===== src/rtl/rcbp_pkg.sv =====
// Shared types, widths and constants of the Rice code bit packer.
package rcbp_pkg;

  localparam int WORD_W            = 32;
  localparam int MAX_ZERO_RUN_BITS = 1984;

  localparam int V_W    = 33;   // folded value, one bit wider than the input word
  localparam int K_W    = 7;    // coding parameter, up to 64 for the signed form
  localparam int NBIT_W = 6;    // bit length of a long value, 0..32
  localparam int T_W    = 36;   // longest tail: long code, 3 + 33 bits
  localparam int L_W    = 6;    // tail length, up to 36
  localparam int FILL_W = 5;
  localparam int RUN_W  = $clog2(MAX_ZERO_RUN_BITS + 1);
  localparam int SUM_W  = RUN_W + 1;
  localparam int TSUM_W = L_W + 1;

  typedef enum logic [1:0] {
    OP_UNSIGNED = 2'd0,
    OP_SIGNED   = 2'd1,
    OP_LONG     = 2'd2,
    OP_FLUSH    = 2'd3
  } opcode_t;

  typedef enum logic [1:0] {
    ERR_OK    = 2'd0,
    ERR_PARAM = 2'd1,
    ERR_RUN   = 2'd2
  } err_code_t;

  typedef enum logic [4:0] {
    S_IDLE  = 5'b00001,
    S_SETUP = 5'b00010,
    S_RUN   = 5'b00100,
    S_TAIL  = 5'b01000,
    S_ERR   = 5'b10000
  } state_t;

  typedef struct packed {
    logic capture;
    logic setup;
    logic run_step;
    logic tail_step;
    logic err_emit;
  } rcbp_cmd_t;

  typedef struct packed {
    logic setup_err;
    logic run_emit;
    logic run_rem_zero;
    logic tail_emit;
    logic tail_done;
    logic out_free;
  } rcbp_stat_t;

endpackage


===== src/rtl/rcbp_ctrl.sv =====
// Sequencer of the Rice code bit packer: accept, set up, then zero run and tail, or an error result.
module rcbp_ctrl
  import rcbp_pkg::*;
(
  input  logic       clk,
  input  logic       rst_n,
  input  logic       in_valid,
  output logic       in_stall,
  input  rcbp_stat_t stat,
  output rcbp_cmd_t  cmd
);

  state_t state_r, state_nxt;

  always_comb begin
    cmd       = '0;
    state_nxt = state_r;
    in_stall  = 1'b1;
    unique case (state_r)
      S_IDLE: begin
        in_stall = 1'b0;
        if (in_valid) begin
          cmd.capture = 1'b1;
          state_nxt   = S_SETUP;
        end
      end
      S_SETUP: begin
        cmd.setup = 1'b1;
        state_nxt = stat.setup_err ? S_ERR : S_RUN;
      end
      S_RUN: begin
        // hold while a finished word cannot be handed on
        cmd.run_step = !stat.run_emit || stat.out_free;
        if (cmd.run_step && (!stat.run_emit || stat.run_rem_zero)) begin
          state_nxt = S_TAIL;
        end
      end
      S_TAIL: begin
        cmd.tail_step = !stat.tail_emit || stat.out_free;
        if (cmd.tail_step && stat.tail_done) begin
          state_nxt = S_IDLE;
        end
      end
      S_ERR: begin
        cmd.err_emit = stat.out_free;
        if (stat.out_free) begin
          state_nxt = S_IDLE;
        end
      end
      default: state_nxt = S_IDLE;
    endcase
  end

  always_ff @(posedge clk) begin
    if (!rst_n) begin
      state_r <= S_IDLE;
    end else begin
      state_r <= state_nxt;
    end
  end

endmodule


===== src/rtl/rcbp_datapath.sv =====
// Datapath of the Rice code bit packer: code setup, packing word and output register.
module rcbp_datapath
  import rcbp_pkg::*;
(
  input  logic                 clk,
  input  logic                 rst_n,
  input  logic [1:0]           in_opcode,
  input  logic [WORD_W-1:0]    in_value,
  input  logic [5:0]           in_rice_k,
  input  rcbp_cmd_t            cmd,
  output rcbp_stat_t           stat,
  output logic                 out_valid,
  input  logic                 out_stall,
  output logic [WORD_W-1:0]    out_packed_word,
  output logic                 out_last_of_run,
  output logic [1:0]           out_error_code
);

  // captured request
  opcode_t           op_r;
  logic [V_W-1:0]    v_r;
  logic [K_W-1:0]    k_r;
  logic [NBIT_W-1:0] nbit_r;

  // code in flight: zero run, then tail bits
  logic [RUN_W-1:0]  run_r, run_nxt;
  logic [T_W-1:0]    tail_r, tail_nxt;
  logic [L_W-1:0]    len_r, len_nxt;
  err_code_t         errc_r, errc_nxt;

  // packing state
  logic [WORD_W-1:0] partial_r, partial_nxt;
  logic [FILL_W-1:0] fill_r, fill_nxt;

  // output register
  logic              out_valid_r;
  logic [WORD_W-1:0] out_word_r;
  logic              out_last_r;
  err_code_t         out_err_r;

  logic              emit;
  logic [WORD_W-1:0] emit_word;
  logic              emit_last;
  err_code_t         emit_err;

  logic [NBIT_W-1:0] nbit_in;
  logic [V_W-1:0]    v_in;
  logic [K_W-1:0]    k_in;

  logic [V_W-1:0]    run_full;
  logic [5:0]        k6;
  logic [T_W-1:0]    k_bit, k_mask, t_rice, t_long;
  err_code_t         setup_err_code;

  logic [SUM_W-1:0]  rsum, rrem;
  logic [TSUM_W-1:0] tsum;
  logic [L_W-1:0]    tsh, tshl;
  logic [T_W-1:0]    tail_shr, tail_shl;

  // bit length of the input word
  always_comb begin
    nbit_in = '0;
    for (int i = 0; i < WORD_W; i++) begin
      if (in_value[i]) nbit_in = NBIT_W'(i + 1);
    end
  end

  always_comb begin
    v_in = {1'b0, in_value};
    k_in = '0;
    case (opcode_t'(in_opcode))
      OP_UNSIGNED: k_in = {1'b0, in_rice_k};
      OP_SIGNED: begin
        // fold sign into the low bit
        v_in = in_value[WORD_W-1] ? {~in_value, 1'b1} : {in_value, 1'b0};
        k_in = {1'b0, in_rice_k} + K_W'(1);
      end
      default: k_in = '0;
    endcase
  end

  always_ff @(posedge clk) begin
    if (cmd.capture) begin
      op_r   <= opcode_t'(in_opcode);
      v_r    <= v_in;
      k_r    <= k_in;
      nbit_r <= nbit_in;
    end
  end

  // code setup
  assign run_full = v_r >> k_r;
  assign k6       = k_r[5:0];
  assign k_bit    = T_W'(1) << k6;
  assign k_mask   = k_bit - T_W'(1);
  assign t_rice   = k_bit | (T_W'(v_r) & k_mask);
  // long code: bit length with k of two, then the value behind its leading one
  assign t_long   = (T_W'({1'b1, nbit_r[1:0]}) << (nbit_r + NBIT_W'(1)))
                  | (T_W'(1) << nbit_r) | T_W'(v_r);

  always_comb begin
    setup_err_code = ERR_OK;
    if (op_r == OP_UNSIGNED || op_r == OP_SIGNED) begin
      if (k_r > K_W'(WORD_W)) begin
        setup_err_code = ERR_PARAM;
      end else if (run_full > V_W'(MAX_ZERO_RUN_BITS)) begin
        setup_err_code = ERR_RUN;
      end
    end
  end

  // packing arithmetic
  assign rsum     = SUM_W'(fill_r) + SUM_W'(run_r);
  assign rrem     = rsum - SUM_W'(WORD_W) + SUM_W'(len_r);
  assign tsum     = TSUM_W'(fill_r) + TSUM_W'(len_r);
  assign tsh      = L_W'(tsum - TSUM_W'(WORD_W));
  assign tshl     = L_W'(TSUM_W'(WORD_W) - tsum);
  assign tail_shr = tail_r >> tsh;
  assign tail_shl = tail_r << tshl;

  always_comb begin
    stat.setup_err    = (setup_err_code != ERR_OK);
    stat.run_emit     = (rsum >= SUM_W'(WORD_W));
    stat.run_rem_zero = (rsum == SUM_W'(WORD_W));
    stat.tail_emit    = (tsum >= TSUM_W'(WORD_W));
    stat.tail_done    = !stat.tail_emit || (tsh == '0) || (op_r == OP_FLUSH);
    stat.out_free     = !out_valid_r || !out_stall;
  end

  always_comb begin
    run_nxt     = run_r;
    tail_nxt    = tail_r;
    len_nxt     = len_r;
    errc_nxt    = errc_r;
    partial_nxt = partial_r;
    fill_nxt    = fill_r;
    emit        = 1'b0;
    emit_word   = partial_r;
    emit_last   = 1'b0;
    emit_err    = ERR_OK;

    if (cmd.setup) begin
      errc_nxt = setup_err_code;
      case (op_r)
        OP_UNSIGNED, OP_SIGNED: begin
          run_nxt  = run_full[RUN_W-1:0];
          tail_nxt = t_rice;
          len_nxt  = L_W'(k6) + L_W'(1);
        end
        OP_LONG: begin
          run_nxt  = RUN_W'(nbit_r >> 2);
          tail_nxt = t_long;
          len_nxt  = L_W'(nbit_r) + L_W'(4);
        end
        default: begin
          // flush marker: zero coded with k of 31
          run_nxt  = '0;
          tail_nxt = T_W'(1) << (WORD_W - 1);
          len_nxt  = L_W'(WORD_W);
        end
      endcase
    end

    if (cmd.run_step) begin
      if (stat.run_emit) begin
        emit        = 1'b1;
        emit_word   = partial_r;
        emit_last   = (rrem < SUM_W'(WORD_W));
        run_nxt     = RUN_W'(rsum - SUM_W'(WORD_W));
        partial_nxt = '0;
        fill_nxt    = '0;
      end else begin
        fill_nxt = rsum[FILL_W-1:0];
        run_nxt  = '0;
      end
    end

    if (cmd.tail_step) begin
      if (stat.tail_emit) begin
        emit        = 1'b1;
        emit_word   = partial_r | tail_shr[WORD_W-1:0];
        emit_last   = (tsh < L_W'(WORD_W));
        len_nxt     = tsh;
        partial_nxt = '0;
        fill_nxt    = '0;
      end else begin
        fill_nxt    = tsum[FILL_W-1:0];
        partial_nxt = partial_r | tail_shl[WORD_W-1:0];
        len_nxt     = '0;
      end
      // flush drops what is left of the word
      if (stat.tail_done && op_r == OP_FLUSH) begin
        partial_nxt = '0;
        fill_nxt    = '0;
      end
    end

    if (cmd.err_emit) begin
      emit      = 1'b1;
      emit_word = '0;
      emit_last = 1'b1;
      emit_err  = errc_r;
    end
  end

  always_ff @(posedge clk) begin
    run_r  <= run_nxt;
    tail_r <= tail_nxt;
    len_r  <= len_nxt;
    errc_r <= errc_nxt;
    if (emit) begin
      out_word_r <= emit_word;
      out_last_r <= emit_last;
      out_err_r  <= emit_err;
    end
  end

  always_ff @(posedge clk) begin
    if (!rst_n) begin
      partial_r   <= '0;
      fill_r      <= '0;
      out_valid_r <= 1'b0;
    end else begin
      partial_r <= partial_nxt;
      fill_r    <= fill_nxt;
      if (emit) begin
        out_valid_r <= 1'b1;
      end else if (!out_stall) begin
        out_valid_r <= 1'b0;
      end
    end
  end

  assign out_valid       = out_valid_r;
  assign out_packed_word = out_word_r;
  assign out_last_of_run = out_last_r;
  assign out_error_code  = out_err_r;

  // a word is only produced into a free output register
  a_emit_free: assert property (@(posedge clk) disable iff (!rst_n)
    emit |-> stat.out_free)
    else $error("word produced while output register is occupied");

  // flush leaves an empty packing word
  a_flush_clear: assert property (@(posedge clk) disable iff (!rst_n)
    (cmd.tail_step && stat.tail_done && op_r == OP_FLUSH) |=>
      (fill_r == '0 && partial_r == '0))
    else $error("packing word not cleared after flush");

  // error results carry an empty word and close the request
  a_err_word: assert property (@(posedge clk) disable iff (!rst_n)
    (out_valid_r && out_err_r != ERR_OK) |-> (out_word_r == '0 && out_last_r))
    else $error("malformed error result");

  // an empty packing word holds no stale bits
  a_partial_low: assert property (@(posedge clk) disable iff (!rst_n)
    (fill_r == '0) |-> (partial_r == '0))
    else $error("stale bits in empty packing word");

endmodule


===== src/rtl/rice_code_bit_packer.sv =====
// Top level of the Rice code bit packer: sequencer and datapath.
// Packs one Rice code per request MSB-first into 32-bit words (unsigned, sign
// folded, long form with its bit length coded first, or a flush marker that
// ends the word). A request is accepted, its code set up, then it passes a
// zero-run stage and a tail stage. The zero-run stage emits a word for each
// 32 bits completed by the word fill plus the zero run. The tail stage emits a
// word for each 32 bits completed by the fill plus the tail bits, and a flush
// emits a single word there. The packing register completes at most one word
// per cycle. When neither sum exceeds 32 bits a request passes the accept,
// setup, zero-run and tail states once each before the next acceptance. A
// stalled output holds any stage that has a word to hand on. Error requests
// go from setup to an error state and give one result with an empty word.
// Results arrive through one output register, each request's final word marked by out_last_of_run.
module rice_code_bit_packer
  import rcbp_pkg::*;
(
  input  logic              clk,
  input  logic              rst_n,
  input  logic              in_valid,
  output logic              in_stall,
  input  logic [1:0]        in_opcode,
  input  logic [WORD_W-1:0] in_value,
  input  logic [5:0]        in_rice_k,
  output logic              out_valid,
  input  logic              out_stall,
  output logic [WORD_W-1:0] out_packed_word,
  output logic              out_last_of_run,
  output logic [1:0]        out_error_code
);

  rcbp_cmd_t  cmd;
  rcbp_stat_t stat;

  rcbp_ctrl u_ctrl (
    .clk      (clk),
    .rst_n    (rst_n),
    .in_valid (in_valid),
    .in_stall (in_stall),
    .stat     (stat),
    .cmd      (cmd)
  );

  rcbp_datapath u_datapath (
    .clk             (clk),
    .rst_n           (rst_n),
    .in_opcode       (in_opcode),
    .in_value        (in_value),
    .in_rice_k       (in_rice_k),
    .cmd             (cmd),
    .stat            (stat),
    .out_valid       (out_valid),
    .out_stall       (out_stall),
    .out_packed_word (out_packed_word),
    .out_last_of_run (out_last_of_run),
    .out_error_code  (out_error_code)
  );

endmodule


===== config.mk =====
export PLATFORM = sky130hd
export DESIGN_NAME = rice_code_bit_packer
export DESIGN_NICKNAME = d
export VERILOG_FILES = /design/src/rtl/rcbp_pkg.sv /design/src/rtl/rcbp_ctrl.sv /design/src/rtl/rcbp_datapath.sv /design/src/rtl/rice_code_bit_packer.sv
export SDC_FILE = /design/constraint.sdc
export NUM_CORES = 1
export LEC_CHECK = 0
export BUFFER_PORTS_ARGS = -buffer_cell sky130_fd_sc_hd__buf_2
export CORE_MARGIN = 8
export CORE_UTILIZATION = 57
export DETAILED_ROUTE_END_ITERATION = 6
export PLACE_DENSITY = 0.85
export SLEW_MARGIN = 20
export SYNTH_ARGS = -nofsm -noshare
export SYNTH_HDL_FRONTEND = slang
export SYNTH_SLANG_ARGS = --single-unit

===== constraint.sdc =====
create_clock -name clk -period 4 [get_ports clk]
set_input_delay 0.8 -clock clk [delete_from_list [all_inputs] [get_ports clk]]
set_output_delay 0.8 -clock clk [all_outputs]
set_load 0.03 [all_outputs]

======== After elaboration in Yosys (flattened, before gate mapping) ========
Index checks and enable logic that the tools add are counted.
storage, ports and cells
  register bits ........................... 181
  input port bits ......................... 44
  output and inout bits ................... 37
  word-level logic and storage cells ...... 169
cells by class
  add/sub/neg operators ................... 11
  $lt $le $gt $ge ......................... 6
  eq/ne operators ......................... 15
  shift-type cells ........................ 6
  multiplexer cells ....................... 82
  bitwise logic cells ..................... 7
  reductions and logical operators ........ 26
operators by type and width
  cell                                                             number
  two-way mux 32 bit                                               9
  two-way mux 6 bit                                                33
  bitwise OR 36 bit                                                2
  one-hot mux 36 bit (2 select lines)                              1
  left shift 1 x 6 -> 36 bit, first input constant                 2
  bitwise OR 32 bit                                                2
  two-way mux 5 bit                                                10
  bitwise AND 33 x 36 -> 36 bit                                    1
  bitwise OR 36 x 33 -> 36 bit                                     1
  left shift 3 x 6 -> 36 bit                                       1
  left shift 36 x 6 -> 32 bit                                      1
  right shift 36 x 6 -> 32 bit                                     1
  subtractor 36 x 1 -> 36 bit, second input constant               1
  greater-than comparator 33 x 11 -> 1 bit, second input constant  1
  two-way mux 11 bit                                               3
  right shift 33 x 7 -> 33 bit                                     1
  inverter 32 bit                                                  1
  one-hot mux 5 bit (5 select lines)                               1
  one-hot mux 11 bit (2 select lines)                              1
  two-way mux 1 bit                                                19
  one-hot mux 7 bit (2 select lines)                               1
  adder 12 x 6 -> 12 bit                                           1
  adder 5 x 11 -> 12 bit                                           1
  adder 6 x 1 -> 6 bit, second input constant                      2
  other kinds (32)                                                 56

======== Depth between registers and ports, before layout ========
  depth in word-level cells ............... 31
  depth in mapped cells ................... 18
  depth with buffers taken out ............ 18

======== Modules after synthesis ========
A second synthesis with hierarchy kept.
unflattened totals
  cell total of the unflattened synthesis .. 1791
  area total of the unflattened synthesis .. 15564.9 µm²
modules (own cells, without submodules)
  module         times used  cells each  area each (µm²)  sequential area each (µm²)
  rcbp_datapath  1           1750        15254.6          4904.7
  rcbp_ctrl      1           41          310.3            100.1

======== Worst setup path before layout ========
Ideal clock, no wire load.
  path type ............................... register -> register
  start point ............................. reg u_datapath.len_r[0]
  end point ............................... reg u_datapath.partial_r[30]
  setup time .............................. 0.128 ns
  arrival time ............................ 4.076 ns
  data required time ...................... 3.872 ns
  path slack .............................. -0.204 ns
  stages on the path, launching flop included .. 18
  path buffers ............................ 6
  period minus slack after synthesis ...... 4.204 ns
  cells stage by stage .................... edfxtp_1 > ha_1 > clkbuf_1 > clkbuf_1 > inv_1 > clkbuf_1 > clkbuf_1 > ha_1 > clkbuf_1 > buf_1 > mux4_2 > mux2i_1 > nand2_1 > o21a_1 > nand2_1 > a21oi_1 > nor2_1 > nor2_1
on the way
  longest elaborated chain between the ends .. 8
  elaborated cells on any way between the ends .. 19
  classes of those cells .................. add/sub (3); order compare (1); shift (1); mux (4); bitwise (1); reduce/logical (9)
RTL lines
  element                                                                   line                  source
  from (decl)                                                               rcbp_datapath.sv:28   logic [L_W-1:0] len_r, len_nxt;
  from (signal assigned)                                                    rcbp_datapath.sv:209  len_r <= len_nxt;
  adder 5 x 6 -> 7 bit *                                                    rcbp_datapath.sv:115  assign tsum = TSUM_W'(fill_r) + TSUM_W'(len_r);
  parallel branches: the longest is 7 deep, another holds subtractor 6 bit  --
  to (signal assigned)                                                      rcbp_datapath.sv:224  partial_r <= partial_nxt;
  to (decl)                                                                 rcbp_datapath.sv:32   logic [WORD_W-1:0] partial_r, partial_nxt;
Every way passes the cells marked *.
A chain may end at the register's enable or synchronous reset.

======== Worst setup path in the final report ========
  start point ............................. reg u_datapath.fill_r[0]
  end point ............................... reg u_datapath.out_last_r (netlist: u_datapath.out_last_of_run) (data pin)
on the way
  longest elaborated chain between the ends .. 8
  elaborated cells on any way between the ends .. 19
  classes of those cells .................. add/sub (5); order compare (4); mux (6); reduce/logical (4)
RTL lines
  element                                                                              line                                        source
  from (decl)                                                                          rcbp_datapath.sv:33                         logic [FILL_W-1:0] fill_r, fill_nxt;
  from (signal assigned)                                                               rcbp_datapath.sv:225                        fill_r <= fill_nxt;
  adder 5 x 11 -> 12 bit                                                               rcbp_datapath.sv:113                        assign rsum = SUM_W'(fill_r) + SUM_W'(run_r);
  subtractor 12 x 6 -> 12 bit / >= comparator 12 x 6 -> 1 bit (equally long branches)  rcbp_datapath.sv:114, rcbp_datapath.sv:123
  adder 12 x 6 -> 12 bit / logical NOT 1 bit (equally long branches)                   rcbp_datapath.sv:114, rcbp_ctrl.sv:33
  less-than comparator 12 x 6 -> 1 bit / logical OR 1 bit (equally long branches)      rcbp_datapath.sv:168, rcbp_ctrl.sv:33
  two-way mux 1 bit, on equally long branches                                          rcbp_datapath.sv:165, rcbp_ctrl.sv:19
  two-way mux 1 bit                                                                    rcbp_datapath.sv:164                        if (cmd.run_step) begin
  two-way mux 1 bit                                                                    rcbp_datapath.sv:179                        if (stat.tail_emit) begin
  two-way mux 1 bit *                                                                  rcbp_datapath.sv:178                        if (cmd.tail_step) begin
  to (signal assigned)                                                                 rcbp_datapath.sv:213                        out_last_r <= emit_last;
  to (decl)                                                                            rcbp_datapath.sv:38                         logic out_last_r;
Mark *: on every way between the ends. The rest lies on a longest branch, timed or not.

==> results.cfg <==
[outcome]
status = completed

[sta]
setup_viol = 0
period_share_pct = 94.2
period_minus_slack_ns = 3.77
worst_pin_slew_ns = 0.960
hold_viol = 0
finClkSkew_ns = 0.0174
rsz0062_at_grt = no
setup_tns_ns = 0
max-slew-margin-rel_pct = 36.0
maxSlewViolCount = 0
max_freq_mhz = 265

[clocking]
cts.path.max_buffers = 2
clkSinkCount = 181
cts_max_level = 4
numCtsBuffers = 17
cts_tree = built
clock-root-buffer = clkbuf_16
path_clk_slew_ns = 0.08
clk_latency_ns = 0.44

[setup_path]
cp-start-kind = flop
end_kind = flop
crit_slowest_cell = fa_1
required_ns = 4.27
critical_path.max_fanout = 6
crit_chain = ha_1 -> inv_1 -> fa_1 -> nor2b_2 -> o31a_1 -> o21a_2 -> xor2_1 -> inv_1 -> ha_1 -> nor2b_1 -> o211a_1 -> a41oi_1 -> o311ai_0 -> xnor2_1 -> nand2_1 -> nor3_1 -> a21oi_1 -> o31ai_1
critPathKind = flop to flop
cp.arrival_ns = 4.04
cp_slowest_stage_delay_ns = 0.42

[yosys]
syn_area_mm2 = 0.0155
synth.avg_cell_area_um2 = 8.37
yosysWarningCount = 0
synth_top_area_share_pct = 26.8
syn_inst = 1846
synth_area_leader_cell = edfxtp_1
syn_nets = 1926
yosysUniqueCellTypes = 79
synth-edff-count = 138
async_flop_share_pct = 0
ys_ff_latch = 181
synthMostInstantiatedCell = nor2_1
synth_area_leaders = edfxtp_1 (27%), mux2i_1 (7.2%), nor2_1 (5.6%)
ys.flop_type = edfxtp_1
synthTopCellsByCount = nor2_1 (232), nand2_1 (216), a21oi_1 (159)
ys_seq_area_share_pct = 32.4

[route]
num_vias = 15800
via_per_inst = 7.04
ant_nets = 0
wl_um = 57400
drt-pass1-iter-count = 6
wl_per_cell_um = 25.6
drt_iter0_drc = 2044
route.detailed.drc = 0

[floorplanning]
fp-row-count = 60
pin_count = 81
die_w_um = 181
dieArea_mm2 = 0.0326
initial_core_util_pct = 57.7
core_mm2 = 0.0268
die_h_um = 181

[grt]
track_usage_pct = 34.0
grt_max_degree = 73
grt_antenna_before_repair = 0
grt_pass1_vias = 14600
grt_remaining_overflow = 0
grt_pass1_wl_um = 86700

[final_layout]
nFillCells = 2344
ff_latch_area_mm2 = 0.00500
diodes = 0
final_util_pct = 63.5
nets = 1970
drive_above_1_share_pct = 14.9
syn_to_final_growth_pct = 10.2
multi_input_comb_area_mm2 = 0.00984

[place]
dpl.hpwl_um = 44400
numPortBuffers = 80
globalplace.congestion = 1.03

[power]
power_mw = 5.25
p_leak_nw = 6.64
peakVddDrop_uv = 209
power.density_mw_per_mm2 = 308

[job]
cap_violations = 0

[min_path]
hold_class = flop to flop
## routing by layer
layer  track usage (%)  vias up  part of all wire [%]
met5                 0        -                     0
met4              20.8        0                   7.1
met3              5.52      265                   9.3
met2              54.2     1073                    45
met1              42.7     7475                    39
li1                  -     6995                     -
## worst max-delay path: cells and delay by family, from the launching register on
kind	cells	cell delay, ns
XOR/XNOR	2	0.46
adder cells (fa/ha/maj)	3	0.93
AO/OA/AOI/OAI	7	1.03
flip-flops	1	0.41
AND/OR/NAND/NOR	4	0.59
buffers and inverters	2	0.16
## layout make-up
type	instances	area share (%)
Clock buffer	17	2.50
Inverter	41	0.904
Timing Repair Buffer	158	5.94
Tap cell	341	2.51
Multi-Input combinational cell	1491	57.8
Sequential cell	181	29.4
Clock inverter	15	0.970
## where the power goes
part | switching (mW) | internal, mW | total (mW) | leakage (nW)
registers | 0.137 | 2.10 | 2.23 | 1.66
clock network | 0.879 | 0.840 | 1.72 | 0.283
logic | 0.817 | 0.480 | 1.30 | 4.70
## metrics by stage
step	hold slack [ns]	area [um2]	cells	setup slack, ns
floorplan	0.437	15500	1846	0.0905
detailed placement	0.465	16400	2212	0.237
CTS	0.485	17000	2244	0.204
global placement	0.452	16400	2212	0.344
finish	0.485	17000	2244	0.231
global route	0.504	17000	2244	0.00343
## path summary, 6_finish.rpt
| kind | start | slack (ns) | endpoint | cells past startpoint |
|---|---|---|---|---|
| setup reg to reg | u_datapath.fill_r[0] | 0.23 | u_datapath.out_last_of_run | 18 |
| hold reg to reg | u_datapath.partial_r[29] | 0.48 | u_datapath.partial_r[29] | 2 |
| setup / recovery | u_datapath.fill_r[0] | 0.23 | u_datapath.out_last_of_run | 18 |
| hold / removal | u_datapath.partial_r[29] | 0.48 | u_datapath.partial_r[29] | 2 |
## what timing repair did
item,CTS,global route
hold buffers,0,0
setup endpoints to repair,0,1
setup buffers,0,0
resized for setup,0,3
## cell families (layout without fill, tap and decap cells)
kind of cell               count (synthesis)  after routing  synth area share, %
and+or+nand+nor                          667            667                 19.2
other                                      1              1               0.0243
adders and majority gates                 36             36                 3.01
muxes                                    175            175                 14.4
buffers and inverters                    174            231                 4.48
xor gates and xnor gates                  67             67                 3.98
AOI/OAI and AO/OA                        545            545                 22.5
DFF                                      181            181                 32.4
## sequential cells by signal, summed over array words and instances (netlist names)
register,count
u_datapath.tail_r,36
u_datapath.v_r,33
u_datapath.out_packed_word,32
u_datapath.partial_r,32
u_datapath.run_r,11
u_datapath.k_r,7
u_datapath.len_r,6
u_datapath.nbit_r,6
u_ctrl.state_r,5
u_datapath.fill_r,5
u_datapath.errc_r,2
u_datapath.op_r,2
u_datapath.out_error_code,2
u_datapath.out_last_of_run,1
u_datapath.out_valid,1
## placed cells by master (no fill, tap or decap), drive strengths merged, types with 10 or more instances in the layout
cell    netlist  layout
clkbuf       97      17
dfxtp        43      43
nor4         13      13
o22ai        33      33
nor2b        23      23
nand3        44      44
nor3         49      49
o31ai        13      13
xnor2        42      42
o21ai       119     119
nor2        232     232
inv          41      48
buf          36     158
xor2         23      23
and2         19      19
edfxtp      138     138
nand2b       13      13
a31oi        25      25
a211oi       22      22
a22oi        13      13
and3         10      10
mux2         29      29
o211ai       27      27
nand2       216     216
ha           34      34
nand4        16      16
mux4         35      35
a221oi       24      24
a21oi       159     159
mux2i       111     111
a21o         11      11
No activity file was read; power rests on OpenSTA's default activity.
